**config.mk**
```make
export PLATFORM = sky130hd
export DESIGN_NAME = urtb_stack_cell
export DESIGN_NICKNAME = d
export VERILOG_FILES = /design/src/rtl/urtb_pkg.sv /design/src/rtl/urtb_stack_cell.sv
export SDC_FILE = /design/constraint.sdc
export NUM_CORES = 1
export LEC_CHECK = 0
export BUFFER_PORTS_ARGS = -buffer_cell sky130_fd_sc_hd__buf_2
export CORE_AREA = 10 10 47 49
export DETAILED_ROUTE_END_ITERATION = 16
export DIE_AREA = 0 0 57 59
export PLACE_DENSITY = 0.63
export RECOVER_POWER = 25
export SYNTH_ARGS = -nofsm -noshare
export SYNTH_HDL_FRONTEND = slang
export SYNTH_SLANG_ARGS = --single-unit
```
**constraint.sdc**
```tcl
create_clock -name i_clk -period 0.84 [get_ports i_clk]
set_input_delay 0 -clock i_clk [delete_from_list [all_inputs] [get_ports i_clk]]
set_output_delay 0 -clock i_clk [all_outputs]
set_load 0.03 [all_outputs]
```
**src/rtl/urtb_pkg.sv**
```systemverilog
// ----------------------------------------------------------------------------
// urtb_pkg
// Shared sizes, codes and cell control types for the undo/redo text buffer.
// ----------------------------------------------------------------------------
package urtb_pkg;

    // storage sizes
    localparam int TEXT_DEPTH    = 64;
    localparam int HISTORY_DEPTH = 128;

    // counter widths, wide enough to hold the depth itself
    localparam int TCW = $clog2(TEXT_DEPTH + 1);
    localparam int HCW = $clog2(HISTORY_DEPTH + 1);

    // fixed payload widths
    localparam int CMD_W    = 2;
    localparam int CHAR_W   = 8;
    localparam int STATUS_W = 3;
    localparam int TLEN_W   = 7;

    typedef enum logic [CMD_W-1:0] {
        CMD_INSERT = 2'd0,
        CMD_UNDO   = 2'd1,
        CMD_REDO   = 2'd2,
        CMD_PRINT  = 2'd3
    } t_cmd;

    typedef enum logic [STATUS_W-1:0] {
        ST_OK         = 3'd0,
        ST_UNDO_EMPTY = 3'd1,
        ST_REDO_EMPTY = 3'd2,
        ST_HIST_FULL  = 3'd3,
        ST_TEXT_FULL  = 3'd4,
        ST_TEXT_EMPTY = 3'd5
    } t_status;

    // history stack cell control
    typedef struct packed {
        logic push;
        logic pop;
    } t_stk_ctl;

    // text cell control
    typedef struct packed {
        logic wr;
        logic rot;
        logic wrap;
    } t_txt_ctl;

endpackage

```
**src/rtl/urtb_stack_cell.sv**
```systemverilog
// ----------------------------------------------------------------------------
// urtb_stack_cell
// One character of a history stack: shifts down on push, up on pop.
// ----------------------------------------------------------------------------
module urtb_stack_cell import urtb_pkg::*; (
    input  logic              i_clk,
    input  t_stk_ctl          i_ctl,
    input  logic [CHAR_W-1:0] i_prev,
    input  logic [CHAR_W-1:0] i_next,
    output logic [CHAR_W-1:0] o_data
);

    logic [CHAR_W-1:0] r_data;

    // push takes the cell above, pop takes the cell below
    always_ff @(posedge i_clk) begin
        if (i_ctl.push) begin
            r_data <= i_prev;
        end else if (i_ctl.pop) begin
            r_data <= i_next;
        end
    end

    assign o_data = r_data;

endmodule

```
Word level (Yosys, flattened, before mapping)

Cells that the tools add are included.

Memory bits (read-only): 0
Latch bits: 0
Output and inout bits: 8
Memory bits (writable): 0
Bits in registers: 8
Memories kept: 0

Muxes and demuxes: 2
Add/subtract/negate cells: 0
$lt $le $gt $ge: 0
Reduce and logical (&&, ||, !) cells: 1
Shifts and indexed selects: 0
Eq/ne operators: 0
Bitwise logic cells: 0
Divide/modulo/power cells: 0
Multiply operators: 0

Operator list:

| kind               | count |
|---|---|
| 8-bit 2-to-1 mux   | 2 |
| 2-bit nonzero test | 1 |

Logic depth before layout (Yosys ltp)

Depth in word-level cells: 2
Mapped depth: 2
Mapped depth without buffers: 1

Worst setup path after synthesis

No wires, ideal clock.

Kind: input -> register
Start point: input i_ctl[1] (netlist bit)
End point: register r_data[0] (netlist: o_data[0]) (enable)
Arrival: 0.451 ns
Path slack: 0.106 ns
Path buffers: 1
Cell stages on the path: 2
Cells stage by stage: buf_6 or2_1

Longest elaborated chain between the ends: 1

RTL lines:

| what                         | RTL line              | source |
|---|---|---|
| from (decl)                  | urtb_stack_cell.sv:7  | `input t_stk_ctl i_ctl,` |
| 2-bit nonzero test (no line) | --                    |  |
| to (signal assigned)         | urtb_stack_cell.sv:18 | `r_data <= i_prev;` |
| to (signal assigned)         | urtb_stack_cell.sv:20 | `r_data <= i_next;` |
| to (decl)                    | urtb_stack_cell.sv:13 | `logic [CHAR_W-1:0] r_data;` |

No other way between the ends.
A chain may end at the register's enable or synchronous reset.

Final worst setup path

Start point: register r_data[5] (netlist: o_data[5])
End point: output o_data[5]

RTL lines:

| what      | RTL line              | source |
|---|---|---|
| to (decl) | urtb_stack_cell.sv:10 | `output logic [CHAR_W-1:0] o_data` |

No word-level cell between the ends.

==> results.sh <==
export IMPL_wl_per_cell_um=12.7
export IMPL_layout_common_cells="buf_2, edfxtp_1, mux2_1, mux2_4, clkbuf_4"
export IMPL_syn_num_nets=37
export IMPL_crit_required_ns=0.84
export IMPL_tightest_slew_ns=0.317
export IMPL_setup_viol=0
export IMPL_whs_ns=0.0403
export IMPL_power_uw=1020
export IMPL_largest_reg_flops=8
export IMPL_path_delay_family="flip-flops"
export IMPL_fin_tns_setup_ns=0
export IMPL_powerDensity_nw_per_um2=1830
export IMPL_num_antenna_cells=0
export IMPL_hold_buffers=0
export IMPL_grt_max_degree=9
export IMPL_fin_crit_ns=0.785
export IMPL_overflow=0
export IMPL_wl_um=827
export IMPL_end_kind="output port"
export IMPL_start_util_pct=27.0
export IMPL_antenna_found_initial=0
export IMPL_grt_pass1_vias=282
export IMPL_io_pins=27
export IMPL_ys_warn_count=0
export IMPL_nets=70
export IMPL_fmax_ghz=1.27
export IMPL_ir_drop_mv=0.540
export IMPL_cp_buffers_inverters=1
export IMPL_vias_per_cell=4.06
export IMPL_rsz0062_at_grt="false"
export IMPL_die_h_um=59
export IMPL_critical_path_max_fanout=1
export IMPL_cts_resized=0
export IMPL_synth_seq_cells=8
export IMPL_post_dp_hpwl_um=698
export IMPL_root_buffer="clkbuf_4"
export IMPL_synth_area_leaders="edfxtp_1, mux2_4, buf_6"
export IMPL_row_count=14
export IMPL_start_kind="flop"
export IMPL_synthCells=18
export IMPL_status="finished clean"
export IMPL_die_area_um2=3360
export IMPL_clk_pin_slew_ns=0.05
export IMPL_grt_pass1_wl_um=1220
export IMPL_worstPathArrival_ns=0.79
export IMPL_max_stage_delay_ns=0.35
export IMPL_cts_tree="done"
export IMPL_die_w_um=57
export IMPL_drc=0
export IMPL_slowest_stage="edfxtp_1"
export IMPL_synth_top_area_share_pct=63.6
export IMPL_drive_gt1_share_pct=71.4
export IMPL_cts_htree_levels=1
export IMPL_syn_to_final_growth_pct=47.7
export IMPL_clock_sinks=8
export IMPL_finalCritPeriodShare_pct=93.5
export IMPL_synth_cell_area_um2=378
export IMPL_drv_cap=0
export IMPL_hold_violations=0
export IMPL_crit_type="flop to output port"
export IMPL_drt_first_pass_iters=2
export IMPL_drt_iter0_markers=1
export IMPL_coreArea_um2=1400
export IMPL_leakagePower_uw=0.000265
export IMPL_utilization_pct=39.8
export IMPL_cts_max_path_buffers=2
export IMPL_synth_top_area_cell="edfxtp_1"
export IMPL_synth_cell_types=4
export IMPL_post_cts_buffers=0
export IMPL_synth_area_per_cell_um2=21.0
export IMPL_num_vias=264
export IMPL_cts_buffers=3
export IMPL_routabilityCongestion=0.694
export IMPL_relSlewSlack_pct=78.9
export IMPL_grt_total_usage_pct=5.08
export IMPL_cp_cell_sequence="buf_2"
export IMPL_hold_class="input port to flop"
export IMPL_portBuffers=26
export IMPL_final_max_slew_viol_count=0
export IMPL_synth_seq_area_share_pct=63.6
export IMPL_ant_nets=0
export IMPL_final_common_cell="buf_2"
## cells in the mapped netlist (all sizes together)
library cell,instances
edfxtp,8
mux2,8
buf,1
or2,1
## final cells by class
cell class / count / area [um2]
clock buffers: 3 / 22.5
fillers: 136 / 843
multi-input cells: 9 / 111
flip-flops and latches: 8 / 240
well taps: 16 / 20.0
repair buffers: 29 / 164
## per-layer routing
| metal | part of all wire [%] | track usage (%) |
|---|---|---|
| met2 | 50 | 6.82 |
| met4 | 2.5 | 8.05 |
| met5 | 0 | 0 |
| met1 | 37 | 4.34 |
| met3 | 9.9 | 2.79 |
## worst paths after layout
path / startpoint / end / slack (ns) / cells past startpoint
hold / removal: i_next[6] / o_data[6] / 0.04 / 2
setup / recovery: o_data[5] / o_data[5] / 0.05 / 1
## cells by family after synthesis
group | synth area share [%]
flip-flops | 63.6
buffers and inverters | 2.98
AND/OR/NAND/NOR | 1.66
multiplexers | 31.8
## stage by stage
| stage | setup slack, ns | area (um2) | std cells |
|---|---|---|---|
| final | 0.0545 | 558 | 65 |
| after floorplan | 0.106 | 378 | 18 |
| after global placement | 0.0296 | 552 | 62 |
| after CTS | 0.0379 | 574 | 65 |
| after global routing | 0.0176 | 558 | 65 |
| after detailed placement | 0.0225 | 552 | 62 |
## where the power goes
part | total, uW | switching [uW] | internal, uW | leakage (uW)
clock network | 281 | 118 | 163 | 0.0000138
logic | 245 | 140 | 104 | 0.000169
registers | 498 | 7.58 | 491 | 0.0000815
Note: power is estimated with default switching activity, not from simulation.
