### src/rtl/urtb_pkg.sv
// ----------------------------------------------------------------------------
// urtb_pkg
// Shared sizes, codes and cell control types for the undo/redo text buffer.
// ----------------------------------------------------------------------------
package urtb_pkg;

    // storage sizes
    localparam int TEXT_DEPTH    = 64;
    localparam int HISTORY_DEPTH = 128;

    // counter widths, wide enough to hold the depth itself
    localparam int TCW = $clog2(TEXT_DEPTH + 1);
    localparam int HCW = $clog2(HISTORY_DEPTH + 1);

    // fixed payload widths
    localparam int CMD_W    = 2;
    localparam int CHAR_W   = 8;
    localparam int STATUS_W = 3;
    localparam int TLEN_W   = 7;

    typedef enum logic [CMD_W-1:0] {
        CMD_INSERT = 2'd0,
        CMD_UNDO   = 2'd1,
        CMD_REDO   = 2'd2,
        CMD_PRINT  = 2'd3
    } t_cmd;

    typedef enum logic [STATUS_W-1:0] {
        ST_OK         = 3'd0,
        ST_UNDO_EMPTY = 3'd1,
        ST_REDO_EMPTY = 3'd2,
        ST_HIST_FULL  = 3'd3,
        ST_TEXT_FULL  = 3'd4,
        ST_TEXT_EMPTY = 3'd5
    } t_status;

    // history stack cell control
    typedef struct packed {
        logic push;
        logic pop;
    } t_stk_ctl;

    // text cell control
    typedef struct packed {
        logic wr;
        logic rot;
        logic wrap;
    } t_txt_ctl;

endpackage

### src/rtl/urtb_text_cell.sv
// ----------------------------------------------------------------------------
// urtb_text_cell
// One character of the text: written at the end, rotated toward the head
// while the text is printed.
// ----------------------------------------------------------------------------
module urtb_text_cell import urtb_pkg::*; (
    input  logic              i_clk,
    input  t_txt_ctl          i_ctl,
    input  logic [CHAR_W-1:0] i_wdata,
    input  logic [CHAR_W-1:0] i_next,
    input  logic [CHAR_W-1:0] i_head,
    output logic [CHAR_W-1:0] o_data
);

    logic [CHAR_W-1:0] r_data;

    // last occupied cell takes the head back during rotation
    always_ff @(posedge i_clk) begin
        if (i_ctl.rot) begin
            r_data <= i_ctl.wrap ? i_head : i_next;
        end else if (i_ctl.wr) begin
            r_data <= i_wdata;
        end
    end

    assign o_data = r_data;

endmodule
### config.mk
export PLATFORM = sky130hd
export DESIGN_NAME = urtb_text_cell
export DESIGN_NICKNAME = d
export VERILOG_FILES = /design/src/rtl/urtb_pkg.sv /design/src/rtl/urtb_text_cell.sv
export SDC_FILE = /design/constraint.sdc
export NUM_CORES = 1
export LEC_CHECK = 0
export ABC_AREA = 1
export BUFFER_PORTS_ARGS = -buffer_cell sky130_fd_sc_hd__buf_4
export CAP_MARGIN = 0
export CORE_UTILIZATION = 38
export CTS_CLUSTER_DIAMETER = 80
export DETAILED_ROUTE_END_ITERATION = 16
export GPL_ROUTABILITY_DRIVEN = 1
export PLACE_DENSITY = 0.74
export SYNTH_ARGS = -nofsm -noshare
export SYNTH_HDL_FRONTEND = slang
export SYNTH_SLANG_ARGS = --single-unit
### constraint.sdc
create_clock -name i_clk -period 1 [get_ports i_clk]
set_clock_uncertainty 0.05 [all_clocks]
set_input_delay 0.1 -clock i_clk [delete_from_list [all_inputs] [get_ports i_clk]]
set_output_delay 0.1 -clock i_clk [all_outputs]
set_load 0.02 [all_outputs]
* Word level (Yosys, flattened, before mapping)
Cells that the tools add are included.
Storage, ports and cells: flip-flop bits (word level) 8, bits in latches 0, memory bits (writable) 0, ROM bits 0, bits of input ports 28, output and inout bits 8, logic and storage cells 5, memories kept 0
Operators by class: add/sub/neg operators 0, $mul 0, div/mod/pow operators 0, $lt $le $gt $ge 0, equality and inequality tests 0, shift-type cells 0, muxes and demuxes 3, bitwise operators 0, reduce and logical (&&, ||, !) cells 1
Operator list (count):
- 8-bit two-way mux | 3
- 2-bit nonzero test | 1

* Depth between registers and ports, before layout
Gate-level depths: netlist of the first run.
word-level depth 2, mapped depth 5

* Worst setup path before layout of the first run
OpenSTA, ideal clock, no wires.
kind input port to flip-flop, start point input i_ctl[1] (netlist name), end point register r_data[0] (netlist: o_data[0]), enable pin, arrival 0.534 ns, setup slack 0.133 ns, stages on the path 2, cell sequence buf_6 or2_1
Between the ends: word-level cells in the longest chain between the ends 1
RTL lines:
- start: declaration | RTL line urtb_text_cell.sv:8 | input t_txt_ctl i_ctl,
- 2-bit nonzero test (no source line)
- end signal: assignment | RTL line urtb_text_cell.sv:20 | r_data <= i_ctl.wrap ? i_head : i_next;
- end signal: assignment | RTL line urtb_text_cell.sv:22 | r_data <= i_wdata;
- end: declaration | RTL line urtb_text_cell.sv:15 | logic [CHAR_W-1:0] r_data;
No other way between the ends. A chain may end at the register's enable or synchronous reset.

* Worst setup path after layout of the first run
start point register r_data[6] (netlist: o_data[6]), end point output o_data[6]
RTL lines:
- end: declaration | RTL line urtb_text_cell.sv:12 | output logic [CHAR_W-1:0] o_data
No word-level cell between the ends.

==> key figures, run 1 <==
GRT
  – Tot GR Track Use: 0.188
  – GRT Residual Overflow: 0
  – First-pass GRT wire length: 1830 um
  – Vias in the first global route: 462
  – Initial antenna violation count: 0
  – Largest net degree at the start of global routing: 10

Critical path
  – CP Buf/Inv Count: 1
  – Data required time of the worst path: 850 ps
  – Setup crit end kind: primary output
  – WP data arrival: 790 ps
  – Crit-path max FO: 1
  – CP max stage delay: 370 ps
  – Crit path max-delay family: flip-flops
  – Crit path max-delay cell type: edfxtp_1
  – Cells along the critical path: buf_4
  – CP Class: flop to primary output
  – Worst Setup Start Kind: flop

Clock tree
  – Post-CTS Resized: 0
  – CTS Sinks: 8
  – CTS root buf: clkbuf_4
  – Post-CTS Setup Bufs: 0
  – CTS H-tree lvls: 1
  – CTS tree: built
  – Clk slew on worst S/H paths: 50 ps
  – Max Buffers Root-to-Sink: 2
  – CTS Buf Count: 3
  – Hold buffer count at CTS: 0

Drt
  – Antenna-violating nets left: 0
  – Drt first pass iters: 4
  – DR iter-0 viols: 8
  – # DRC: 0
  – Routed WL per cell: 9.23 um
  – Routed vias/inst: 4.27
  – DR vias: 512
  – Post-Route WL: 1110 um

Synthesis
  – Synthesis-stage register bit count: 8
  – Yosys top cell area share: 0.472
  – Post-Syn Area: 509 sq um
  – Syn_area_per_cell: 7.38 sq um
  – Ranking of synthesized cells by area: edfxtp_1 (47%), nand2_1 (21%), nand3_1 (7.9%)
  – Syn Inst Count: 69
  – Commonest cells in the netlist: nand2_1 (29), inv_1 (10), edfxtp_1 (8), nand3_1 (8), inv_2 (7)
  – FFs w/ async S/R, synth: 0
  – Top FF cell, synth: edfxtp_1
  – Leading cell type by number of instances after synthesis: nand2_1
  – Post-synth cell types: 9
  – YS warnings: 0
  – Post-synth EDFFs: 8
  – Area leader, netlist: edfxtp_1
  – Synth Net Count: 97
  – Register area share after synthesis: 0.472

Layout
  – Max reg flops: 8
  – Area grow syn2layout: 56.5%
  – Layout cells sized above 1: 0.472
  – Fin util: 0.681
  – Nets: 136
  – Ant diodes: 0

STA
  – Slew margin rel.: 0.782
  – Worst Setup Slack, final: 59.2 ps
  – Final period utilization: 0.941
  – Hold Worst Slack: 74.5 ps
  – Final Slew Violations: 0
  – Setup-failing EPs final: 0
  – Least-Margin Pin Slew: 328 ps
  – Post-layout min period: 941 ps
  – Fin. Hold Viols: 0
  – Fmax: 1060 MHz
  – RSZ-0062 raised after global routing: false
  – Setup TNS: 0 ps

Min path
  – Worst Hold Class: primary input to flop
  – Hold Path Origin: i_wdata[7]
  – Worst Hold Depth: 3
  – WHS Endpoint: o_data[7]$_DFFE_PP_

Placed design
  – Routability congestion estimate: 0.708
  – HPWL Detailed: 911 um
  – Dpl ws: 93.0 ps
  – PortBufs: 35

Power and ir drop
  – Leak: 0.463 nW
  – PD cells: 1190 nW/um^2
  – Maximum VDD drop: 0.476 mV

Die
  – Boundary pin count: 36
  – Initial cell density of the core: 0.435
  – Row count: 12
  – Core area: 1170 sq um
  – Die Wd: 38.6 um
  – Die ar.: 1490 sq um
  – Die height: 38.6 um

Run
  – Max-Cap Viols: 0

Outcome
  – Outcome: complete, no violations
==> worst max path at each step <==
stage	from	to	slack, ps	cells after the start
finish	o_data[6]$_DFFE_PP_	o_data[6]	60	1
detailed placement	i_ctl[1]	o_data[7]$_DFFE_PP_	90	2
global route	o_data[6]$_DFFE_PP_	o_data[6]	30	1
CTS	o_data[6]$_DFFE_PP_	o_data[6]	40	1
global placement	i_ctl[1]	o_data[6]$_DFFE_PP_	110	2
floorplan	i_ctl[1]	o_data[0]$_DFFE_PP_	130	2
==> report_power, final <==
| part | total, W | switching, W | internal, W |
|---|---|---|---|
| Combinational | 0.000284 | 0.000138 | 0.000146 |
| Sequential | 0.000427 | 0.0000104 | 0.000417 |
| Clock | 0.000236 | 0.0000994 | 0.000137 |
==> placed cells by master, fill, tap and decap left out, drive strengths merged <==
cell type  instances
edfxtp             8
inv               18
clkbuf             3
or2                1
nand3              8
buf               36
nand2             32
==> metrics by stage <==
step                total power (W)  cell area (sq um)  std cells
CTS                        0.000955                797        120
global route                0.00101                797        120
detailed placement         0.000719                774        117
floorplan                  0.000572                509         69
global placement           0.000713                774        117
finish                     0.000947                797        120
==> layer usage <==
layer	vias up	routed length [um]	part of all wire	global-route usage
met3	2	79	0.071	0.0173
met2	24	570	0.51	0.317
met5	-	0	0	0
li1	279	-	-	-
met1	207	441	0.40	0.212
met4	0	17	0.015	0.155
==> logic make-up after synthesis <==
logic type | Yosys count | share of synthesized area
buffers and inverters | 20 | 0.187
DFF | 8 | 0.472
and+or+nand+nor | 41 | 0.342
==> cell type report <==
class | count | area (sq um)
fill | 114 | 374
timing repair buffer | 36 | 270
sequential | 8 | 240
multi-input combinational | 41 | 174
inverter | 18 | 72.6
clock buffer | 3 | 22.5
tap | 14 | 17.5
Power figures use the tool's default switching activity.
==> inputs of run 2 (changes only) <==
--- a/config.mk
+++ b/config.mk
@@ -8,11 +8,11 @@
 export ABC_AREA = 1
 export BUFFER_PORTS_ARGS = -buffer_cell sky130_fd_sc_hd__buf_4
 export CAP_MARGIN = 0
-export CORE_UTILIZATION = 38
+export CORE_UTILIZATION = 25
 export CTS_CLUSTER_DIAMETER = 80
 export DETAILED_ROUTE_END_ITERATION = 16
 export GPL_ROUTABILITY_DRIVEN = 1
-export PLACE_DENSITY = 0.74
+export PLACE_DENSITY = 0.52
 export SYNTH_ARGS = -nofsm -noshare
 export SYNTH_HDL_FRONTEND = slang
 export SYNTH_SLANG_ARGS = --single-unit
==> key figures, run 2 (synthesis results as in run 1) <==
Clock tree
  – CTS tree: built (unchanged)
  – Hold buffer count at CTS: 0 (unchanged)
  – Max Buffers Root-to-Sink: 2 (unchanged)
  – CTS Sinks: 8 (unchanged)
  – CTS H-tree lvls: 1 (unchanged)
  – Post-CTS Setup Bufs: 0 (unchanged)
  – CTS root buf: clkbuf_4 (unchanged)
  – Clk slew on worst S/H paths: 50 ps (about the same)
  – CTS Buf Count: 3 (unchanged)
  – Post-CTS Resized: 0 (unchanged)

STA
  – Fmax: 1090 MHz (was 1060 MHz)
  – Post-layout min period: 920 ps (was 941 ps)
  – Setup TNS: 0 ps (unchanged)
  – Setup-failing EPs final: 0 (unchanged)
  – Final period utilization: 0.920 (was 0.941)
  – Least-Margin Pin Slew: 315 ps (was 328 ps)
  – Fin. Hold Viols: 0 (unchanged)
  – Slew margin rel.: 0.790 (was 0.782)
  – RSZ-0062 raised after global routing: false (unchanged)
  – Hold Worst Slack: 77.1 ps (was 74.5 ps)
  – Final Slew Violations: 0 (unchanged)

Layout
  – Max reg flops: 8 (unchanged)
  – Nets: 136 (unchanged)
  – Ant diodes: 0 (unchanged)
  – Fin util: 0.445 (was 0.681)
  – Commonest non-fill, non-tap cell in the layout: buf_4 (unchanged)
  – Area grow syn2layout: 59.2% (was 56.5%)
  – Commonest non-fill, non-tap cells in the layout: buf_4 (36), nand2_1 (29), inv_1 (10) (unchanged)
  – Layout cells sized above 1: 0.472 (unchanged)
  – Final instance area: 811 sq um (was 797 sq um)

Critical path
  – Crit-path max FO: 1 (unchanged)
  – CP Class: flop to primary output (unchanged)
  – CP max stage delay: 360 ps (was 370 ps)
  – CP Buf/Inv Count: 1 (unchanged)
  – Worst Setup Start Kind: flop (unchanged)
  – Crit path max-delay cell type: edfxtp_1 (unchanged)
  – Data required time of the worst path: 850 ps (about the same)
  – Setup crit end kind: primary output (unchanged)
  – WP data arrival: 770 ps (was 790 ps)
  – Cells along the critical path: buf_4 (unchanged)
  – Crit path max-delay family: flip-flops (unchanged)

Die
  – Die Wd: 47.1 um (was 38.6 um)
  – Boundary pin count: 36 (unchanged)
  – Row count: 15 (was 12)
  – Die ar.: 2220 sq um (was 1490 sq um)
  – Die height: 47.1 um (was 38.6 um)
  – Initial cell density of the core: 0.280 (was 0.435)
  – Core area: 1820 sq um (was 1170 sq um)

Drt
  – Routed WL per cell: 8.87 um (was 9.23 um)
  – # DRC: 0 (unchanged)
  – DR iter-0 viols: 5 (was 8)
  – DR vias: 516 (was 512)
  – Drt first pass iters: 3 (was 4)
  – Antenna-violating nets left: 0 (unchanged)
  – Routed vias/inst: 3.94 (was 4.27)
  – Post-Route WL: 1160 um (was 1110 um)

Run
  – Max-Cap Viols: 0 (unchanged)

GRT
  – Largest net degree at the start of global routing: 10 (unchanged)
  – Initial antenna violation count: 0 (unchanged)
  – First-pass GRT wire length: 1680 um (was 1830 um)
  – Vias in the first global route: 451 (was 462)
  – GRT Residual Overflow: 0 (unchanged)
  – Tot GR Track Use: 0.112 (was 0.188)

Placed design
  – PortBufs: 35 (unchanged)
  – DP Area: 788 sq um (was 774 sq um)
  – HPWL Detailed: 983 um (was 911 um)
  – Routability congestion estimate: 0.709 (was 0.708)

Outcome
  – Outcome: complete, no violations (unchanged)

Power and ir drop
  – Leak: 0.463 nW (unchanged)
  – Total power draw: 0.000937 W (was 0.000947 W)
  – Maximum VDD drop: 0.473 mV (was 0.476 mV)
  – PD cells: 1160 nW/um^2 (was 1190 nW/um^2)

Min path
  – Worst Hold Class: primary input to flop (unchanged)
-- run 2: cell counts in the layout (fill, tap and decap cells not counted) --
Identical to the previous run, type by type.
-- run 2: area by class of cell --
cell class / count / area (sq um)
clock buffer: 3 / 22.5
sequential: 8 / 240
multi-input combinational: 41 / 174
inverter: 18 / 72.6
tap: 25 / 31.3
fill: 192 / 1010
timing repair buffer: 36 / 270
-- run 2: stage by stage --
stage / setup WS [ps] / std cells
2_1_floorplan: 133 / 69
3_3_place_gp: 86.6 / 128
3_5_place_dp: 93.8 / 128
4_1_cts: 63.3 / 131
5_1_grt: 57.5 / 131
6_report: 80.0 / 131
-- run 2: metal layers --
layer	part of all wire	global-route usage
met2	0.48	0.183
met5	0	0
met3	0.061	0.0154
met4	0.011	0.0857
met1	0.45	0.131
-- run 2: power breakdown --
group          switching, W  leakage (nW)  internal [W]  total (W)
clock             0.0000900        0.0138      0.000136   0.000226
sequential       0.00000914        0.0821      0.000417   0.000426
combinational      0.000140         0.367      0.000146   0.000286
-- run 2: path summary, 6_finish.rpt --
check	from	endpoint	slack (ps)	depth (start not counted)
hold / removal	i_wdata[5]	o_data[5]$_DFFE_PP_	80	3
setup / recovery	o_data[1]$_DFFE_PP_	o_data[1]	80	1
